[src/rtl/sparse_set_component_table_unit_defines.svh]
// Assertion macros shared by the sparse set component table unit.
`ifndef SPARSE_SET_COMPONENT_TABLE_UNIT_DEFINES_SVH
`define SPARSE_SET_COMPONENT_TABLE_UNIT_DEFINES_SVH

// Same-cycle implication, clocked on clk, off while rst_n is low
`define SSCT_ASSERT_IMP(label, ante, cons, msg) \
  label: assert property (@(posedge clk) disable iff (!rst_n) (ante) |-> (cons)) \
    else $error(msg);

// Next-cycle implication, clocked on clk, off while rst_n is low
`define SSCT_ASSERT_NEXT(label, ante, cons, msg) \
  label: assert property (@(posedge clk) disable iff (!rst_n) (ante) |=> (cons)) \
    else $error(msg);

`endif

[src/rtl/ssct_pkg.sv]
// Types, sizes and codes of the sparse set component table unit.
package ssct_pkg;

  // Sizing
  localparam int ENTITY_SPACE = 1024;
  localparam int CAPACITY     = 256;
  localparam int DATA_WIDTH   = 32;

  localparam int ENT_W   = $clog2(ENTITY_SPACE);
  localparam int SLOT_W  = (CAPACITY > 2) ? $clog2(CAPACITY) : 1;
  localparam int COUNT_W = $clog2(CAPACITY + 1);
  localparam int MAP_W   = SLOT_W + 1;
  localparam int OP_W    = 3;
  localparam int STAT_W  = 2;

  // Stream packing, first field in the lowest bits
  localparam int IN_ENT_LSB  = OP_W;
  localparam int IN_OTH_LSB  = OP_W + ENT_W;
  localparam int IN_DAT_LSB  = OP_W + 2 * ENT_W;
  localparam int IN_W        = OP_W + 2 * ENT_W + DATA_WIDTH;
  localparam int IN_TDATA_W  = ((IN_W + 7) / 8) * 8;
  localparam int OUT_W       = STAT_W + DATA_WIDTH + COUNT_W;
  localparam int OUT_TDATA_W = ((OUT_W + 7) / 8) * 8;

  // Operation codes
  localparam logic [OP_W-1:0] OP_GET  = 3'd0;
  localparam logic [OP_W-1:0] OP_SET  = 3'd1;
  localparam logic [OP_W-1:0] OP_ADD  = 3'd2;
  localparam logic [OP_W-1:0] OP_COPY = 3'd3;
  localparam logic [OP_W-1:0] OP_DEL  = 3'd4;

  // Result status codes
  localparam logic [STAT_W-1:0] ST_OK      = 2'd0;
  localparam logic [STAT_W-1:0] ST_INVALID = 2'd1;
  localparam logic [STAT_W-1:0] ST_ABSENT  = 2'd2;
  localparam logic [STAT_W-1:0] ST_FULL    = 2'd3;

  // Memory port requests from the sequencer
  typedef struct packed {
    logic                  map_we;
    logic [ENT_W-1:0]      map_waddr;
    logic [MAP_W-1:0]      map_wdata;
    logic [ENT_W-1:0]      map_raddr;
    logic                  data_we;
    logic [SLOT_W-1:0]     data_waddr;
    logic [DATA_WIDTH-1:0] data_wdata;
    logic [SLOT_W-1:0]     data_raddr;
    logic                  own_we;
    logic [SLOT_W-1:0]     own_waddr;
    logic [ENT_W-1:0]      own_wdata;
    logic [SLOT_W-1:0]     own_raddr;
  } mem_req_t;

  // Sequencer status
  typedef struct packed {
    logic clearing;
    logic busy;
  } ctrl_stat_t;

endpackage

[src/rtl/ssct_ctrl.sv]
// Sequencer of the sparse set table: lookup, read-modify-write and result register.
module ssct_ctrl (
  input  logic                             clk,
  input  logic                             rst_n,
  input  logic                             in_valid,
  output logic                             in_ready,
  input  logic [ssct_pkg::OP_W-1:0]        in_op,
  input  logic [ssct_pkg::ENT_W-1:0]       in_entity,
  input  logic [ssct_pkg::ENT_W-1:0]       in_other_entity,
  input  logic [ssct_pkg::DATA_WIDTH-1:0]  in_write_data,
  output logic                             out_valid,
  input  logic                             out_ready,
  output logic [ssct_pkg::STAT_W-1:0]      out_status,
  output logic [ssct_pkg::DATA_WIDTH-1:0]  out_read_data,
  output logic [ssct_pkg::COUNT_W-1:0]     out_live_count,
  output ssct_pkg::mem_req_t               mem_req,
  input  logic [ssct_pkg::MAP_W-1:0]       map_rdata,
  input  logic [ssct_pkg::DATA_WIDTH-1:0]  data_rdata,
  input  logic [ssct_pkg::ENT_W-1:0]       own_rdata,
  output ssct_pkg::ctrl_stat_t             stat
);

  localparam logic [3:0] S_CLEAR = 4'd0;
  localparam logic [3:0] S_IDLE  = 4'd1;
  localparam logic [3:0] S_LOOK  = 4'd2;
  localparam logic [3:0] S_LOOK2 = 4'd3;
  localparam logic [3:0] S_READ  = 4'd4;
  localparam logic [3:0] S_DEL   = 4'd5;
  localparam logic [3:0] S_DEL2  = 4'd6;
  localparam logic [3:0] S_RESP  = 4'd7;

  localparam logic [ssct_pkg::ENT_W-1:0] ENT_LAST =
    ssct_pkg::ENT_W'(ssct_pkg::ENTITY_SPACE - 1);
  localparam logic [ssct_pkg::COUNT_W-1:0] CNT_FULL =
    ssct_pkg::COUNT_W'(ssct_pkg::CAPACITY);

  logic [3:0]                        state_r, state_nxt;
  logic [ssct_pkg::ENT_W-1:0]        clr_r, clr_nxt;
  logic [ssct_pkg::OP_W-1:0]         op_r, op_nxt;
  logic [ssct_pkg::ENT_W-1:0]        ent_r, ent_nxt;
  logic [ssct_pkg::ENT_W-1:0]        oth_r, oth_nxt;
  logic [ssct_pkg::DATA_WIDTH-1:0]   wdata_r, wdata_nxt;
  logic [ssct_pkg::SLOT_W-1:0]       s_r, s_nxt;
  logic [ssct_pkg::COUNT_W-1:0]      count_r, count_nxt;
  logic [ssct_pkg::STAT_W-1:0]       status_r, status_nxt;
  logic [ssct_pkg::DATA_WIDTH-1:0]   rdata_r, rdata_nxt;
  logic                              out_valid_r, out_valid_nxt;
  logic [ssct_pkg::STAT_W-1:0]       out_status_r, out_status_nxt;
  logic [ssct_pkg::DATA_WIDTH-1:0]   out_rdata_r, out_rdata_nxt;
  logic [ssct_pkg::COUNT_W-1:0]      out_count_r, out_count_nxt;

  logic                              accept;
  logic                              m_valid;
  logic [ssct_pkg::SLOT_W-1:0]       m_slot;
  logic                              present;
  logic                              ent_ok;
  logic                              oth_ok;
  logic [ssct_pkg::COUNT_W-1:0]      cnt_dec;
  logic [ssct_pkg::SLOT_W-1:0]       last_slot;
  logic [ssct_pkg::SLOT_W-1:0]       top_slot;

  assign in_ready  = (state_r == S_IDLE);
  assign accept    = in_valid && in_ready;

  // Decode the map word read for the current lookup
  assign m_valid   = map_rdata[ssct_pkg::SLOT_W];
  assign m_slot    = map_rdata[ssct_pkg::SLOT_W-1:0];
  assign present   = m_valid && ({1'b0, m_slot} < count_r);
  assign ent_ok    = (ent_r < ENT_LAST);
  assign oth_ok    = (oth_r < ENT_LAST);
  assign cnt_dec   = count_r - ssct_pkg::COUNT_W'(1);
  assign last_slot = cnt_dec[ssct_pkg::SLOT_W-1:0];
  assign top_slot  = count_r[ssct_pkg::SLOT_W-1:0];

  // Sequence one item through the memories
  always_comb begin
    state_nxt  = state_r;
    clr_nxt    = clr_r;
    op_nxt     = op_r;
    ent_nxt    = ent_r;
    oth_nxt    = oth_r;
    wdata_nxt  = wdata_r;
    s_nxt      = s_r;
    count_nxt  = count_r;
    status_nxt = status_r;
    rdata_nxt  = rdata_r;
    out_valid_nxt  = out_valid_r && !out_ready;
    out_status_nxt = out_status_r;
    out_rdata_nxt  = out_rdata_r;
    out_count_nxt  = out_count_r;
    mem_req = '0;
    mem_req.map_raddr = ent_r;
    case (state_r)
      S_CLEAR: begin
        // Mark one map entry absent per cycle
        mem_req.map_we    = 1'b1;
        mem_req.map_waddr = clr_r;
        if (clr_r == ENT_LAST) begin
          state_nxt = S_IDLE;
        end else begin
          clr_nxt = clr_r + ssct_pkg::ENT_W'(1);
        end
      end
      S_IDLE: begin
        mem_req.map_raddr = in_entity;
        if (accept) begin
          op_nxt    = in_op;
          ent_nxt   = in_entity;
          oth_nxt   = in_other_entity;
          wdata_nxt = in_write_data;
          state_nxt = S_LOOK;
        end
      end
      S_LOOK: begin
        s_nxt      = m_slot;
        status_nxt = ssct_pkg::ST_OK;
        rdata_nxt  = '0;
        state_nxt  = S_RESP;
        case (op_r)
          ssct_pkg::OP_GET: begin
            if (!ent_ok) begin
              status_nxt = ssct_pkg::ST_INVALID;
            end else if (!present) begin
              status_nxt = ssct_pkg::ST_ABSENT;
            end else begin
              mem_req.data_raddr = m_slot;
              state_nxt          = S_READ;
            end
          end
          ssct_pkg::OP_SET: begin
            if (!ent_ok) begin
              status_nxt = ssct_pkg::ST_INVALID;
            end else if (!present) begin
              status_nxt = ssct_pkg::ST_ABSENT;
            end else begin
              mem_req.data_we    = 1'b1;
              mem_req.data_waddr = m_slot;
              mem_req.data_wdata = wdata_r;
            end
          end
          ssct_pkg::OP_ADD: begin
            if (!ent_ok) begin
              status_nxt = ssct_pkg::ST_INVALID;
            end else if (!present) begin
              if (count_r == CNT_FULL) begin
                status_nxt = ssct_pkg::ST_FULL;
              end else begin
                // Append a zeroed slot and point the map at it
                mem_req.data_we    = 1'b1;
                mem_req.data_waddr = top_slot;
                mem_req.own_we     = 1'b1;
                mem_req.own_waddr  = top_slot;
                mem_req.own_wdata  = ent_r;
                mem_req.map_we     = 1'b1;
                mem_req.map_waddr  = ent_r;
                mem_req.map_wdata  = {1'b1, top_slot};
                count_nxt          = count_r + ssct_pkg::COUNT_W'(1);
              end
            end
          end
          ssct_pkg::OP_COPY: begin
            if (!ent_ok || !oth_ok) begin
              status_nxt = ssct_pkg::ST_INVALID;
            end else if (!present) begin
              status_nxt = ssct_pkg::ST_ABSENT;
            end else begin
              // Fetch source data and target map entry together
              mem_req.map_raddr  = oth_r;
              mem_req.data_raddr = m_slot;
              state_nxt          = S_LOOK2;
            end
          end
          ssct_pkg::OP_DEL: begin
            if (!ent_ok) begin
              status_nxt = ssct_pkg::ST_INVALID;
            end else if (present) begin
              mem_req.data_raddr = last_slot;
              mem_req.own_raddr  = last_slot;
              state_nxt          = S_DEL;
            end
          end
          default: begin
            status_nxt = ssct_pkg::ST_OK;
          end
        endcase
      end
      S_LOOK2: begin
        if (!present) begin
          status_nxt = ssct_pkg::ST_ABSENT;
        end else begin
          mem_req.data_we    = 1'b1;
          mem_req.data_waddr = m_slot;
          mem_req.data_wdata = data_rdata;
        end
        state_nxt = S_RESP;
      end
      S_READ: begin
        rdata_nxt = data_rdata;
        state_nxt = S_RESP;
      end
      S_DEL: begin
        // Move the last entry into the hole and repoint its owner
        if (s_r != last_slot) begin
          mem_req.data_we    = 1'b1;
          mem_req.data_waddr = s_r;
          mem_req.data_wdata = data_rdata;
          mem_req.own_we     = 1'b1;
          mem_req.own_waddr  = s_r;
          mem_req.own_wdata  = own_rdata;
          mem_req.map_we     = 1'b1;
          mem_req.map_waddr  = own_rdata;
          mem_req.map_wdata  = {1'b1, s_r};
        end
        state_nxt = S_DEL2;
      end
      S_DEL2: begin
        // Drop the deleted entity and pop the last slot
        mem_req.map_we    = 1'b1;
        mem_req.map_waddr = ent_r;
        count_nxt         = cnt_dec;
        state_nxt         = S_RESP;
      end
      S_RESP: begin
        if (!out_valid_r || out_ready) begin
          out_valid_nxt  = 1'b1;
          out_status_nxt = status_r;
          out_rdata_nxt  = rdata_r;
          out_count_nxt  = count_r;
          state_nxt      = S_IDLE;
        end
      end
      default: begin
        state_nxt = S_IDLE;
      end
    endcase
  end

  // Control registers
  always_ff @(posedge clk) begin
    if (!rst_n) begin
      state_r     <= S_CLEAR;
      clr_r       <= '0;
      count_r     <= '0;
      out_valid_r <= 1'b0;
    end else begin
      state_r     <= state_nxt;
      clr_r       <= clr_nxt;
      count_r     <= count_nxt;
      out_valid_r <= out_valid_nxt;
    end
  end

  // Payload registers
  always_ff @(posedge clk) begin
    op_r         <= op_nxt;
    ent_r        <= ent_nxt;
    oth_r        <= oth_nxt;
    wdata_r      <= wdata_nxt;
    s_r          <= s_nxt;
    status_r     <= status_nxt;
    rdata_r      <= rdata_nxt;
    out_status_r <= out_status_nxt;
    out_rdata_r  <= out_rdata_nxt;
    out_count_r  <= out_count_nxt;
  end

  assign out_valid      = out_valid_r;
  assign out_status     = out_status_r;
  assign out_read_data  = out_rdata_r;
  assign out_live_count = out_count_r;
  assign stat.clearing  = (state_r == S_CLEAR);
  assign stat.busy      = (state_r != S_IDLE);

endmodule

[config.mk]
export PLATFORM = sky130hd
export DESIGN_NAME = ssct_ctrl
export DESIGN_NICKNAME = d
export VERILOG_FILES = /design/src/rtl/sparse_set_component_table_unit_defines.svh /design/src/rtl/ssct_pkg.sv /design/src/rtl/ssct_ctrl.sv
export SDC_FILE = /design/constraint.sdc
export NUM_CORES = 1
export LEC_CHECK = 0
export BUFFER_PORTS_ARGS = -buffer_cell sky130_fd_sc_hd__buf_2
export CORE_MARGIN = 1
export CORE_UTILIZATION = 35
export CTS_CLUSTER_SIZE = 30
export DETAILED_ROUTE_END_ITERATION = 10
export MAX_ROUTING_LAYER = met4
export PLACE_DENSITY_LB_ADDON = 0.08
export SETUP_SLACK_MARGIN = 0.3
export SYNTH_ARGS = -nofsm -noshare
export SYNTH_HDL_FRONTEND = slang
export SYNTH_SLANG_ARGS = --single-unit
export TNS_END_PERCENT = 50
[constraint.sdc]
create_clock -name clk -period 6.6 [get_ports clk]
set_input_delay 0.99 -clock clk [delete_from_list [all_inputs] [get_ports clk]]
set_output_delay 0.99 -clock clk [all_outputs]
set_load 0.1 [all_outputs]
==> results.toml <==
[clock_network]
hold_buffers = 0
cts_tree = "yes"
htree_levels = 4
cts_resized = 0
cts_setup_buffers = 0
clock-sinks = 163
path_clk_slew_ps = 70
cts_buffer_depth = 2
cts_inserted_buffers = 17
clkLatencyLatePin_ps = 420
root_buffer = "clkbuf_16"

[timing]
relSlewSlack_pct = 42.4
min_period_ps = 5100
hold_violations = 0
fin_crit_sh_pct = 77.2
final-setup-viol-count = 0
tightestPinTransition_ps = 864
rsz0062_at_grt = "no"
final_max_slew_viol_count = 0
final.setup.tns_ps = 0
fin_skew_ps = 17.4
fmax_mhz = 196

[routing]
detail_route.vias_per_cell = 5.30
wl_per_cell_microns = 18.6
dr.max_layer_used = "met4"
dr_wl_met2_microns = 11000
ant_nets = 0
detail_route.wirelength_microns = 21600
wl_met1_microns = 9160
drc = 0
first_iter_violations = 386
drtPass1Iterations = 8
vias = 6157
dr_wl_met3_microns = 1310

[global_route]
grt_start_max_net_pins = 44
first_global_vias = 6047
antenna_found_initial = 1
grt_usage_pct = 19.6
grt_pass1_wl_microns = 32600
grt_overflow = 0

[yosys]
synth.net_count = 752
async_reset_ff_share_pct = 0
seq_area_frac_synth_pct = 60.4
yosysWarnings = 0
ys_ff_latch = 163
syn_area_per_cell_sq_um = 12.2
synth-edff-count = 140
synth_cell_types = 57
ys.flop_type = "edfxtp_1"
syn-cell-area_sq_mm = 0.00772
synthesis.instances = 631

[critical_path]
crit_required_ps = 5610
arrival_ps = 4110
path_common_cell = "a21oi_1"
crit_slowest_cell = "a21oi_1"
cp_slowest_stage_delay_ps = 660
path_max_fanout = 13
critPathLaunchType = "flip-flop"
crit_path_end_kind = "output port"
path_cells = "clkinv_1 > ha_1 > nand4b_1 > a21oi_1 > a21oi_1 > a211o_1 > a21oi_1 > a221o_1 > buf_2"
r2r_cells = 8
critPathKind = "reg2out"

[floorplan]
die_w_microns = 151
core_area_sq_mm = 0.0214
dieArea_sq_mm = 0.0227
row_count = 53
pin_count = 263
die_h_microns = 151
initial_core_util_pct = 36.2

[final_layout]
area_growth_pct = 27.0
fin_nets = 994
drive_above_1_share_pct = 35.4
fillCellCount = 2035
final_util_pct = 45.9

[pwr]
power_leakage_nw = 4.09
p_seq_share_pct = 51.8
p_int_mw = 1.65
powerDensity_mw_per_mm2 = 219
clock_power_share_pct = 44.6
ir_worst_vdd_v = 0.000166
power.switching_mw = 0.501
p_sw_share_pct = 23.3
comb_power_share_pct = 3.6

[min_path]
min_path_cells = 0
hp-class = "reg2reg"

[status]
outcome = "finished clean"

[placed_design]
gp_congestion = 0.916
portBuffers = 262
hpwlAfterDp_microns = 15500

[run]
maxCapViolations = 0
## power by group through the flow
| stage | Sequential, mW | Combinational (mW) | Clock, mW |
|---|---|---|---|
| 5_1_grt | 1.11 | 0.0837 | 1.02 |
| 4_1_cts | 1.11 | 0.0768 | 0.976 |
| 3_3_place_gp | 1.13 | 0.0749 | 0 |
| 2_1_floorplan | 1.13 | 0.0314 | 0 |
| 6_report | 1.11 | 0.0769 | 0.957 |
| 3_5_place_dp | 1.13 | 0.0765 | 0 |
## sequential cells by signal, indices dropped and copies added (netlist names)
| register | count |
|---|---|
| out_status | 2 |
| out_live_count | 9 |
| out_read_data | 32 |
| ent_r | 10 |
| clr_r | 10 |
| state_r | 3 |
| rdata_r | 32 |
| out_valid | 1 |
| status_r | 2 |
| count_r | 9 |
| oth_r | 10 |
| wdata_r | 32 |
| s_r | 8 |
| op_r | 3 |
## per-stage QoR
stage	setup WS, ps	hold WS [ps]	instances	area (sq um)	total power, mW
after floorplan	1140	400	631	7720	1.17
after global placement	2010	400	1129	9240	1.21
after detailed placement	1870	405	1129	9240	1.21
after CTS	1490	415	1161	9810	2.16
after global routing	1130	421	1162	9810	2.21
final	1500	416	1162	9810	2.15
## cell families (layout without fill, tap and decap cells)
kind of cell | after synthesis | in the layout | share of synthesized area (%)
AO/OA/AOI/OAI | 155 | 155 | 16.1
XOR/XNOR | 20 | 20 | 2.27
adder cells (fa/ha/maj) | 11 | 11 | 1.78
buffers and inverters | 73 | 328 | 4.28
flip-flops | 163 | 163 | 60.4
multiplexers | 7 | 7 | 0.907
other | 0 | 1 | 0
AND/OR/NAND/NOR | 202 | 202 | 14.3
## cells in the mapped netlist, drive strengths merged (7+ instances only)
cell	number	share of area [%]
a21o	14	1.4
a21oi	18	1.2
a221o	27	3.5
a22o	50	5.7
and2	42	3.4
and3	16	1.3
buf	17	1.6
clkbuf	31	1.5
dfxtp	23	6.0
edfxtp	140	54
ha	11	1.8
inv	23	1.1
mux2i	7	0.91
nand2	27	1.3
nand2b	7	0.57
nand3	19	1.2
nand4	16	1.3
nor2	37	1.8
nor3	15	0.97
o21ai	16	1.0
xnor2	12	1.4
xor2	8	0.91
## routing by layer
layer,global-route usage [%],vias to the layer above
met5,-,-
met4,5.10,0
met3,4.30,22
met2,32.7,242
met1,23.8,2991
li1,-,2902
## cell type report
| cell class | count | area [sq um] | share of cell area [%] |
|---|---|---|---|
| antenna | 1 | 2.50 | 0.0255 |
| sequential | 163 | 4660 | 47.6 |
| clock buffer | 18 | 429 | 4.38 |
| tap | 275 | 344 | 3.51 |
| timing repair buffer | 271 | 1380 | 14.1 |
| inverter | 25 | 93.8 | 0.957 |
| clock inverter | 14 | 136 | 1.39 |
| multi-input combinational | 395 | 2760 | 28.1 |
## final timing paths
kind               start  slack (ps)                end
max           count_r[5]        1500        mem_req[98]
min          rdata_r[17]         420  out_read_data[17]
max reg2reg   count_r[5]        3530         count_r[4]
min reg2reg  rdata_r[17]         420  out_read_data[17]
## worst max-delay path, delay by kind of cell, from the launching register on
kind	cells	cell delay, ps
flip-flops	1	610
AND/OR/NAND/NOR	1	130
adder cells (fa/ha/maj)	1	380
buffers and inverters	2	800
AO/OA/AOI/OAI	5	1780
## placed cells by master (no fill, tap or decap), types with 11 or more instances in the layout
cell,instances
and2_1,42
nor3_1,14
nand3_1,19
xnor2_1,12
nor2_1,34
buf_2,262
dfxtp_1,23
and3_1,16
a221o_1,27
clkbuf_16,17
a21o_1,14
inv_1,23
ha_1,11
edfxtp_1,140
nand4_1,16
a22o_1,50
o21ai_0,15
nand2_1,27
a21oi_1,18
Note: power is estimated with default switching activity, not from simulation.
