<file path="config.mk">
export PLATFORM = sky130hd
export DESIGN_NAME = ssct_ram
export DESIGN_NICKNAME = d
export VERILOG_FILES = /design/src/rtl/sparse_set_component_table_unit_defines.svh /design/src/rtl/ssct_ram.sv
export SDC_FILE = /design/constraint.sdc
export NUM_CORES = 1
export LEC_CHECK = 0
export BUFFER_PORTS_ARGS = -buffer_cell sky130_fd_sc_hd__buf_2
export CAP_MARGIN = 30
export CORE_ASPECT_RATIO = 2
export CORE_MARGIN = 2
export CORE_UTILIZATION = 45
export DETAILED_ROUTE_END_ITERATION = 10
export PLACE_DENSITY = 0.59
export SLEW_MARGIN = 5
export SYNTH_ARGS = -nofsm -noshare
export SYNTH_HDL_FRONTEND = slang
export SYNTH_SLANG_ARGS = --single-unit
</file>
<file path="constraint.sdc">
create_clock -name clk -period 5.2 [get_ports clk]
set_input_delay 1.56 -clock clk [delete_from_list [all_inputs] [get_ports clk]]
set_output_delay 1.56 -clock clk [all_outputs]
set_load 0.01 [all_outputs]
</file>
<file path="src/rtl/sparse_set_component_table_unit_defines.svh">
// Assertion macros shared by the sparse set component table unit.
`ifndef SPARSE_SET_COMPONENT_TABLE_UNIT_DEFINES_SVH
`define SPARSE_SET_COMPONENT_TABLE_UNIT_DEFINES_SVH

// Same-cycle implication, clocked on clk, off while rst_n is low
`define SSCT_ASSERT_IMP(label, ante, cons, msg) \
  label: assert property (@(posedge clk) disable iff (!rst_n) (ante) |-> (cons)) \
    else $error(msg);

// Next-cycle implication, clocked on clk, off while rst_n is low
`define SSCT_ASSERT_NEXT(label, ante, cons, msg) \
  label: assert property (@(posedge clk) disable iff (!rst_n) (ante) |=> (cons)) \
    else $error(msg);

`endif

</file>
<file path="src/rtl/ssct_ram.sv">
// Generic synchronous RAM: one write port, one read port, registered read.
module ssct_ram #(
  parameter int WIDTH = 8,
  parameter int DEPTH = 16,
  localparam int AW = (DEPTH > 2) ? $clog2(DEPTH) : 1
) (
  input  logic             clk,
  input  logic             we,
  input  logic [AW-1:0]    waddr,
  input  logic [WIDTH-1:0] wdata,
  input  logic [AW-1:0]    raddr,
  output logic [WIDTH-1:0] rdata
);

  logic [WIDTH-1:0] mem_r [DEPTH];
  logic [WIDTH-1:0] rdata_r;

  // Write and registered read
  always_ff @(posedge clk) begin
    if (we) begin
      mem_r[waddr] <= wdata;
    end
    rdata_r <= mem_r[raddr];
  end

  assign rdata = rdata_r;

endmodule

</file>
==> results of run 1 <==
==> power by group through the flow <==
stage	Clock (uW)	Combinational (uW)	Sequential, uW
after global placement	0	108	1260
after CTS	1230	115	1230
after floorplan	0	62.2	1260
after global routing	1280	123	1230
after detailed placement	0	114	1260
final	1210	112	1230
==> final cells by class <==
type	count	area, sq um
multi-input combinational	83	1070
tap	142	178
clock buffer	18	429
fill	871	5130
timing repair buffer	35	235
sequential	136	4000
clock inverter	14	174
==> state kept, by name, indices dropped and copies added, names as in the netlist <==
| register | cells |
|---|---|
| mem_r | 128 |
| rdata | 8 |
==> path summary, 6_finish.rpt <==
path              depth (start not counted)  slack [ps]                   start               endpoint
hold / removal                            3         670  mem_r[15][2]$_DFFE_PP_       rdata[2]$_DFF_P_
hold reg to reg                           3         670  mem_r[15][2]$_DFFE_PP_       rdata[2]$_DFF_P_
setup / recovery                          4        2250                waddr[2]  mem_r[0][1]$_DFFE_PP_
setup reg to reg                          3        3880   mem_r[2][5]$_DFFE_PP_       rdata[5]$_DFF_P_
==> cells in the mapped netlist <==
cell type	n
nand2_1	9
and2_1	1
dfxtp_1	8
buf_4	1
clkdlybuf4s25_2	3
nor2b_1	1
buf_6	3
or3b_2	1
mux4_2	18
mux4_1	14
nand3b_1	2
nor3_1	4
and2b_1	1
nor2_1	13
nand3_1	1
nand2b_1	2
buf_2	3
edfxtp_1	128
a22oi_1	16
==> critical path, delay by kind of cell <==
family        cells  cell delay [ps]
buf+inv           2              380
simple gates      2             1130
==> cell families (layout without fill, tap and decap cells) <==
family | Yosys count | in the layout | share of synthesized area [%]
multiplexers | 32 | 32 | 15.0
AND/OR/NAND/NOR | 35 | 35 | 3.18
AO/OA/AOI/OAI | 16 | 16 | 2.33
buffers and inverters | 10 | 67 | 1.68
flip-flops | 136 | 136 | 77.8
==> metal layers <==
layer | vias up | share of wire, % | track usage [%]
met4 | 0 | 2.0 | 9.11
li1 | 1066 | - | -
met1 | 1246 | 37 | 21.1
met5 | - | 0 | 0
met2 | 73 | 57 | 32.0
met3 | 12 | 4.3 | 4.00
==> through the flow <==
stage	hold WS, ps	area (sq um)	setup WS (ps)
2_1_floorplan	629	5150	2150
3_3_place_gp	652	5380	1560
3_5_place_dp	663	5480	1810
4_1_cts	673	6090	2240
5_1_grt	709	6090	2150
6_report	675	6090	2250
==> flow_metrics.py, run 1 <==
metrics = {
    "global_route": {
        "grt_usage_pct": 18.4,
        "antenna_found_initial": 0,
        "grt_pass1_vias": 2556,
        "grt_overflow": 0,
        "grt_max_degree": 33,
        "grt_pass1_wl_um": 15600,
    },
    "cts": {
        "cts.clk_slew.worst_paths_ps": 50,
        "cts_buffer_depth": 2,
        "clock_latency_ps": 410,
        "cts_resized": 0,
        "cts_sinks": 136,
        "cts_tree": "yes",
        "cts_root_buffer": "clkbuf_16",
        "cts.hold.buffers_added": 0,
        "post_cts_buffers": 0,
        "cts_buffers": 17,
        "htree_levels": 4,
    },
    "logic_synthesis": {
        "synth_top_area_share_pct": 74.7,
        "syn_area_sq_um": 5150,
        "avgSynthCellArea_sq_um": 22.5,
        "synth.distinct_cells": 19,
        "ys_ff_latch": 136,
        "yosysTopAreaCell": "edfxtp_1",
        "ys_warn_count": 0,
        "syn_inst": 229,
        "yosys-top-cells-area": "edfxtp_1 75%, mux4_2 7.9%, mux4_1 7.1%, dfxtp_1 3.1%, a22oi_1 2.3%",
        "ys_seq_area_share_pct": 77.8,
        "synth_fp_nets": 247,
    },
    "pwr": {
        "total_power_uw": 2550,
        "combPwrFrac_pct": 4.4,
        "p_per_area_nw_per_um2": 419,
        "p_clk_share_pct": 47.3,
        "net-switching-power_uw": 523,
        "p_leak_uw": 0.00204,
        "ir_worst_vdd_mv": 0.238,
        "p_int_uw": 2030,
        "p_seq_share_pct": 48.3,
        "swShare_pct": 20.5,
    },
    "floorplanning": {
        "dieArea_sq_um": 12400,
        "num_rows": 55,
        "die_x_um": 79.6,
        "io_pins": 26,
        "coreArea_sq_um": 11200,
        "die_h_um": 155,
        "start_util_pct": 45.9,
    },
    "route": {
        "drtIter0Drc": 170,
        "wire_per_inst_um": 23.8,
        "num_vias": 2397,
        "drtAntennaViolNets": 0,
        "viasPerCell": 5.60,
        "routed_wl_um": 10200,
        "drt_first_pass_iters": 4,
        "drc": 0,
    },
    "timing": {
        "fmax_mhz": 339,
        "rsz0062_at_grt": "false",
        "fin_crit_sh_pct": 56.8,
        "worstMarginPinSlew_ps": 959,
        "finalHoldViolCount": 0,
        "slew_headroom_pct": 35.7,
        "skew_ps": 6.69,
        "finalMaxSlewViolations": 0,
        "finalSetupViolations": 0,
        "layout_min_cycle_time_ps": 2950,
        "tns_ps": 0,
    },
    "layout": {
        "final_cells": 428,
        "layout-area-overhead-vs-synth_pct": 18.3,
        "drive_gt1_share_pct": 30.1,
        "nNetsFinal": 291,
        "mostFrequentLayoutCells": "128 x edfxtp_1, 25 x buf_2, 18 x mux4_2",
        "layout_commonest_cell": "edfxtp_1",
        "fin_util_pct": 54.3,
        "diodes": 0,
    },
    "worst_setup_path": {
        "cp_data_required_time_ps": 5320,
        "crit_fanout": 5,
        "critPathSlowestCell": "nor3_1",
        "crit_type": "input port to flip-flop",
        "cp_cell_sequence": "buf_2 -> or3b_2 -> nor3_1 -> buf_4",
        "cpPeakStageDelay_ps": 620,
        "worst_setup_path_start_kind": "input port",
        "end_kind": "flip-flop",
        "crit_arrival_ps": 3070,
    },
    "run": {
        "cap_viol_max_count": 0,
    },
    "place": {
        "place_congestion": 0.770,
        "io_buffer_count": 25,
        "placed_cells": 396,
        "dp_hpwl_um": 6880,
    },
    "outcome": {
        "status": "complete, no violations",
    },
    "min_path": {
        "hold_path_class": "flip-flop to flip-flop",
    },
}
No activity file was read; power rests on OpenSTA's default activity.
==> run 2: changes to the inputs <==
--- a/config.mk
+++ b/config.mk
@@ -11,7 +11,7 @@
 export CORE_MARGIN = 2
 export CORE_UTILIZATION = 45
 export DETAILED_ROUTE_END_ITERATION = 10
-export PLACE_DENSITY = 0.59
+export PLACE_DENSITY = 0.61
 export SLEW_MARGIN = 5
 export SYNTH_ARGS = -nofsm -noshare
 export SYNTH_HDL_FRONTEND = slang
==> constraint.sdc (replaced) <==
create_clock -name clk -period 2.4 [get_ports clk]
set_input_delay 0.72 -clock clk [delete_from_list [all_inputs] [get_ports clk]]
set_output_delay 0.72 -clock clk [all_outputs]
set_load 0.01 [all_outputs]
==> run 2 against run 1 <==
- sequential power increased by 120%
- final area up 0.66%
- global-route usage down 1.0 points
- first-iteration DRC count shrank 9.4%
- critical endpoint is now rdata[2]$_DFF_P_
- largest power group unchanged
==> flow_metrics.py, run 2 (same netlist as run 1, synthesis figures left out) <==
metrics = {
    "outcome": {
        "status": "complete, no violations",
    },
    "global_route": {
        "grt_usage_pct": 17.4,
        "grt_max_degree": 33,
        "antenna_found_initial": 0,
        "grt_pass1_wl_um": 14900,
        "grt_pass1_vias": 2558,
        "grt_overflow": 0,
    },
    "worst_setup_path": {
        "crit_path_end": "rdata[2]$_DFF_P_",
        "rrSetupSlack_ps": 1040,
        "r2r_start": "mem_r[2][2]$_DFFE_PP_",
        "end_kind": "flip-flop",
        "crit_fanout": 32,
        "rr_endpoint": "rdata[2]$_DFF_P_",
        "crit_arrival_ps": 2040,
        "cp_data_required_time_ps": 2700,
        "worst_setup_path_start_kind": "input port",
        "worstSetupStartpoint": "raddr[0]",
        "worstRegToRegCells": 3,
        "crit_type": "input port to flip-flop",
    },
    "floorplanning": {
        "num_rows": 55,
        "start_util_pct": 45.9,
        "coreArea_sq_um": 11200,
        "die_x_um": 79.6,
        "die_h_um": 155,
        "dieArea_sq_um": 12400,
        "io_pins": 26,
    },
    "timing": {
        "finalMaxSlewViolations": 0,
        "skew_ps": 8.93,
        "layout_min_cycle_time_ps": 1750,
        "fmax_mhz": 573,
        "finalSetupViolations": 0,
        "rsz0062_at_grt": "false",
        "tns_ps": 0,
        "fin_ws_ps": 654,
        "worstMarginPinSlew_ps": 378,
        "slew_headroom_pct": 74.7,
        "fin_crit_sh_pct": 72.8,
        "finalHoldViolCount": 0,
    },
    "cts": {
        "cts_tree": "yes",
        "clock_latency_ps": 410,
        "htree_levels": 4,
        "cts_resized": 0,
        "cts_buffer_depth": 2,
        "cts.clk_slew.worst_paths_ps": 60,
        "post_cts_buffers": 0,
        "cts_sinks": 136,
        "cts.hold.buffers_added": 0,
        "cts_root_buffer": "clkbuf_16",
        "cts_buffers": 17,
    },
    "route": {
        "met3_length_um": 317,
        "wl_met2_um": 5490,
        "routed_wl_um": 9600,
        "num_vias": 2368,
        "wire_per_inst_um": 21.9,
        "wl_met1_um": 3590,
        "drc": 0,
        "drt_first_pass_iters": 4,
        "drtIter0Drc": 154,
        "drtAntennaViolNets": 0,
        "viasPerCell": 5.39,
        "topRoutingLayerUsed": "met4",
    },
    "place": {
        "dp_slack_ps": 219,
        "io_buffer_count": 25,
        "dp_hpwl_um": 6490,
        "place_congestion": 0.809,
    },
    "pwr": {
        "p_per_area_nw_per_um2": 884,
        "swShare_pct": 20.6,
        "p_clk_share_pct": 46.2,
        "total_power_uw": 5420,
        "net-switching-power_uw": 1110,
        "p_int_uw": 4300,
        "p_seq_share_pct": 49.3,
        "ir_worst_vdd_mv": 0.516,
        "combPwrFrac_pct": 4.5,
        "p_leak_uw": 0.00210,
    },
    "layout": {
        "fillCellCount": 857,
        "seqCellArea_sq_um": 4000,
        "mostFrequentLayoutCells": "128 x edfxtp_1, 25 x buf_2, 19 x buf_4",
        "largest_reg_flops": 128,
        "diodes": 0,
        "fin_util_pct": 54.6,
        "multi_input_area_sq_um": 1060,
        "largest_register": "mem_r",
        "drive_gt1_share_pct": 32.0,
        "nNetsFinal": 302,
        "layout_commonest_cell": "edfxtp_1",
        "layout-area-overhead-vs-synth_pct": 19.0,
    },
    "min_path": {
        "hold_depth": 3,
        "hold_path_class": "flip-flop to flip-flop",
    },
    "run": {
        "cap_viol_max_count": 0,
    },
}
==> run 2: changes by cell type in the layout (fill, tap and decap cells not counted), moves of 2 or more <==
cell,delta
buf_4,+16
nor3_1,+2
buf_6,-6
nor3_2,-2
clkinvlp_4,-2
clkinv_4,+3
==> run 2: worst max-delay path: stages <==
cell and delay (ps):
buf_2 100, buf_12 250, mux4_1 590, a22oi_1 290, nand2_1 80
==> run 2: how the worst min path moves through the flow <==
stage | start | to | slack (ps)
2_1_floorplan | mem_r[7][0]$_DFFE_PP_ | rdata[0]$_DFF_P_ | 630
3_3_place_gp | mem_r[14][5]$_DFFE_PP_ | rdata[5]$_DFF_P_ | 650
3_5_place_dp | mem_r[14][5]$_DFFE_PP_ | rdata[5]$_DFF_P_ | 660
4_1_cts | mem_r[14][5]$_DFFE_PP_ | rdata[5]$_DFF_P_ | 670
5_1_grt | wdata[5] | mem_r[7][5]$_DFFE_PP_ | 690
6_report | mem_r[14][5]$_DFFE_PP_ | rdata[5]$_DFF_P_ | 670
==> run 2: cell type report <==
type	instances	area share [%]
Clock buffer	19	7.07
Clock inverter	13	2.41
Multi-Input combinational cell	83	17.3
Sequential cell	136	65.3
Tap cell	142	2.90
Timing Repair Buffer	46	5.02
==> run 2: power by group through the flow <==
stage | registers, uW | clock network [uW] | logic [uW]
finish | 2670 | 2500 | 246
global route | 2670 | 2650 | 270
CTS | 2670 | 2550 | 253
detailed placement | 2720 | 0 | 252
global placement | 2720 | 0 | 245
floorplan | 2720 | 0 | 135
==> run 2: through the flow <==
step | std cells | cell area (sq um) | hold WS (ps)
finish | 439 | 6130 | 671
global route | 439 | 6130 | 691
CTS | 439 | 6130 | 673
detailed placement | 407 | 5550 | 664
global placement | 407 | 5550 | 650
floorplan | 229 | 5150 | 629
==> run 2: routing by layer <==
layer	up-vias	GRT usage (%)
met3	19	5.10
met4	0	7.96
met5	-	0
met1	1209	19.1
met2	57	30.3
li1	1083	-
==> run 3: changes to the inputs <==
--- a/config.mk
+++ b/config.mk
@@ -11,7 +11,7 @@
 export CORE_MARGIN = 2
 export CORE_UTILIZATION = 45
 export DETAILED_ROUTE_END_ITERATION = 10
-export PLACE_DENSITY = 0.61
+export PLACE_DENSITY = 0.59
 export SLEW_MARGIN = 5
 export SYNTH_ARGS = -nofsm -noshare
 export SYNTH_HDL_FRONTEND = slang
==> constraint.sdc (replaced) <==
create_clock -name clk -period 1.75 [get_ports clk]
set_input_delay 0.525 -clock clk [delete_from_list [all_inputs] [get_ports clk]]
set_output_delay 0.525 -clock clk [all_outputs]
set_load 0.01 [all_outputs]
==> run 3 against run 2 <==
- register-to-register slack got worse by 600 ps
- clock-buffer cell count unchanged
- wire length increased by 3.0%
- sequential cell count unchanged
- utilization increased by 1.0 points
- sequential share of layout area decreased by 1.2 points
- sequential power increased by 37%
- critical endpoint is now rdata[1]$_DFF_P_
- largest power group unchanged
- highest routed layer unchanged
==> flow_metrics.py, run 3 (same netlist as run 1, synthesis figures left out) <==
metrics = {
    "pwr": {
        "p_per_area_nw_per_um2": 1200,
        "p_seq_share_pct": 48.9,
        "combPwrFrac_pct": 4.8,
        "net-switching-power_uw": 1450,
        "p_clk_share_pct": 46.2,
        "p_int_uw": 6030,
        "swShare_pct": 19.4,
        "ir_worst_vdd_mv": 1.01,
        "p_leak_uw": 0.00215,
    },
    "cts": {
        "cts_resized": 0,
        "cts_root_buffer": "clkbuf_16",
        "clock_latency_ps": 410,
        "cts_tree": "yes",
        "cts.hold.buffers_added": 0,
        "cts_buffer_depth": 2,
        "cts_buffers": 17,
        "cts.clk_slew.worst_paths_ps": 50,
        "cts_sinks": 136,
        "htree_levels": 4,
        "post_cts_buffers": 0,
    },
    "route": {
        "viasPerCell": 5.45,
        "wire_per_inst_um": 22.0,
        "drtIter0Drc": 148,
        "drtAntennaViolNets": 0,
        "num_vias": 2445,
        "drt_first_pass_iters": 4,
        "routed_wl_um": 9890,
        "drc": 0,
    },
    "global_route": {
        "grt_overflow": 0,
        "antenna_found_initial": 0,
        "grt_pass1_wl_um": 15500,
        "grt_pass1_vias": 2689,
        "grt_usage_pct": 18.1,
        "grt_max_degree": 23,
    },
    "worst_setup_path": {
        "cp_cell_sequence": "buf_2 -> buf_12 -> mux4_1 -> a22oi_1 -> nand2_1",
        "rr_endpoint": "rdata[2]$_DFF_P_",
        "cpPeakStageDelay_ps": 570,
        "worstRegToRegCells": 3,
        "crit_type": "input port to flip-flop",
        "crit_buf_inv": 2,
        "end_kind": "flip-flop",
        "rrSetupSlack_ps": 440,
        "critPathSlowestCell": "mux4_1",
        "crit_fanout": 16,
        "critPathTopFamily": "multiplexers",
        "crit_arrival_ps": 1750,
        "cp_data_required_time_ps": 2050,
        "worst_setup_path_start_kind": "input port",
        "r2r_start": "mem_r[1][2]$_DFFE_PP_",
    },
    "timing": {
        "finalMaxSlewViolations": 0,
        "fmax_mhz": 688,
        "layout_min_cycle_time_ps": 1450,
        "rsz0062_at_grt": "false",
        "worstMarginPinSlew_ps": 732,
        "fin_crit_sh_pct": 83.1,
        "slew_headroom_pct": 51.1,
        "fin_ws_ps": 296,
        "skew_ps": 8.50,
        "finalSetupViolations": 0,
        "finalHoldViolCount": 0,
    },
    "layout": {
        "fin_util_pct": 55.6,
        "largest_register": "mem_r",
        "layout_commonest_cell": "edfxtp_1",
        "final_cells": 449,
        "layout-area-overhead-vs-synth_pct": 21.2,
        "nNetsFinal": 312,
        "fin_area_sq_um": 6240,
        "drive_gt1_share_pct": 33.9,
        "diodes": 0,
        "largest_reg_flops": 128,
        "mostFrequentLayoutCells": "128 x edfxtp_1, 27 x buf_4, 25 x buf_2",
    },
    "place": {
        "dp_slack_ps": -148,
        "io_buffer_count": 25,
        "dp_hpwl_um": 6960,
        "placed_cells": 417,
        "place_congestion": 0.721,
        "place_area_sq_um": 5650,
    },
    "outcome": {
        "status": "complete, no violations",
    },
    "floorplanning": {
        "die_x_um": 79.6,
        "start_util_pct": 45.9,
        "num_rows": 55,
        "io_pins": 26,
        "dieArea_sq_um": 12400,
        "coreArea_sq_um": 11200,
        "die_h_um": 155,
    },
    "run": {
        "cap_viol_max_count": 0,
    },
    "min_path": {
        "hp-start": "wdata[2]",
        "holdPathEnd": "mem_r[1][2]$_DFFE_PP_",
        "hold_path_class": "input port to flip-flop",
        "hold_depth": 1,
    },
}
[run 3: cell types whose count changed in the layout (fill, tap and decap cells not counted), sizes merged]
cell,before,now
clkinv,8,6
inv,2,0
bufinv,2,3
clkinvlp,1,4
buf,46,56
[run 3: per-stage QoR]
| stage | power, uW | hold WS [ps] | TNS [ps] |
|---|---|---|---|
| 6_report | 7480 | 504 | 0 |
| 5_1_grt | 7770 | 502 | 0 |
| 4_1_cts | 7570 | 496 | 0 |
| 3_5_place_dp | 4100 | 655 | -2080 |
| 3_3_place_gp | 4090 | 646 | -2050 |
| 2_1_floorplan | 3920 | 624 | -1180 |
[run 3: metal layers]
| metal | share of wire (%) | global-route usage [%] | vias to the layer above |
|---|---|---|---|
| li1 | - | - | 1109 |
| met1 | 37 | 19.6 | 1274 |
| met2 | 59 | 32.8 | 51 |
| met3 | 2.7 | 4.12 | 11 |
| met4 | 1.4 | 7.88 | 0 |
| met5 | 0 | 0 | - |
[run 3: power groups by stage]
stage,sequential (uW),combinational (uW),clock [uW]
finish,3660,361,3460
global route,3670,398,3700
CTS,3660,372,3540
detailed placement,3730,371,0
global placement,3730,361,0
floorplan,3740,185,0
[run 3: worst max-delay path by stage]
stage | from | endpoint | slack [ps] | depth (start not counted)
after detailed placement | raddr[0] | rdata[5]$_DFF_P_ | -150 | 5
after CTS | raddr[0] | rdata[5]$_DFF_P_ | 280 | 5
final | raddr[0] | rdata[1]$_DFF_P_ | 300 | 5
after floorplan | waddr[2] | mem_r[3][0]$_DFFE_PP_ | -40 | 2
after global placement | raddr[0] | rdata[2]$_DFF_P_ | -150 | 5
after global routing | raddr[0] | rdata[5]$_DFF_P_ | 210 | 5
[run 3: cell type report]
cell class | instances | area (sq um)
Multi-Input combinational cell | 83 | 1060
Sequential cell | 136 | 4000
Tap cell | 142 | 178
Clock buffer | 19 | 433
Timing Repair Buffer | 56 | 408
Fill cell | 844 | 4980
Clock inverter | 13 | 155
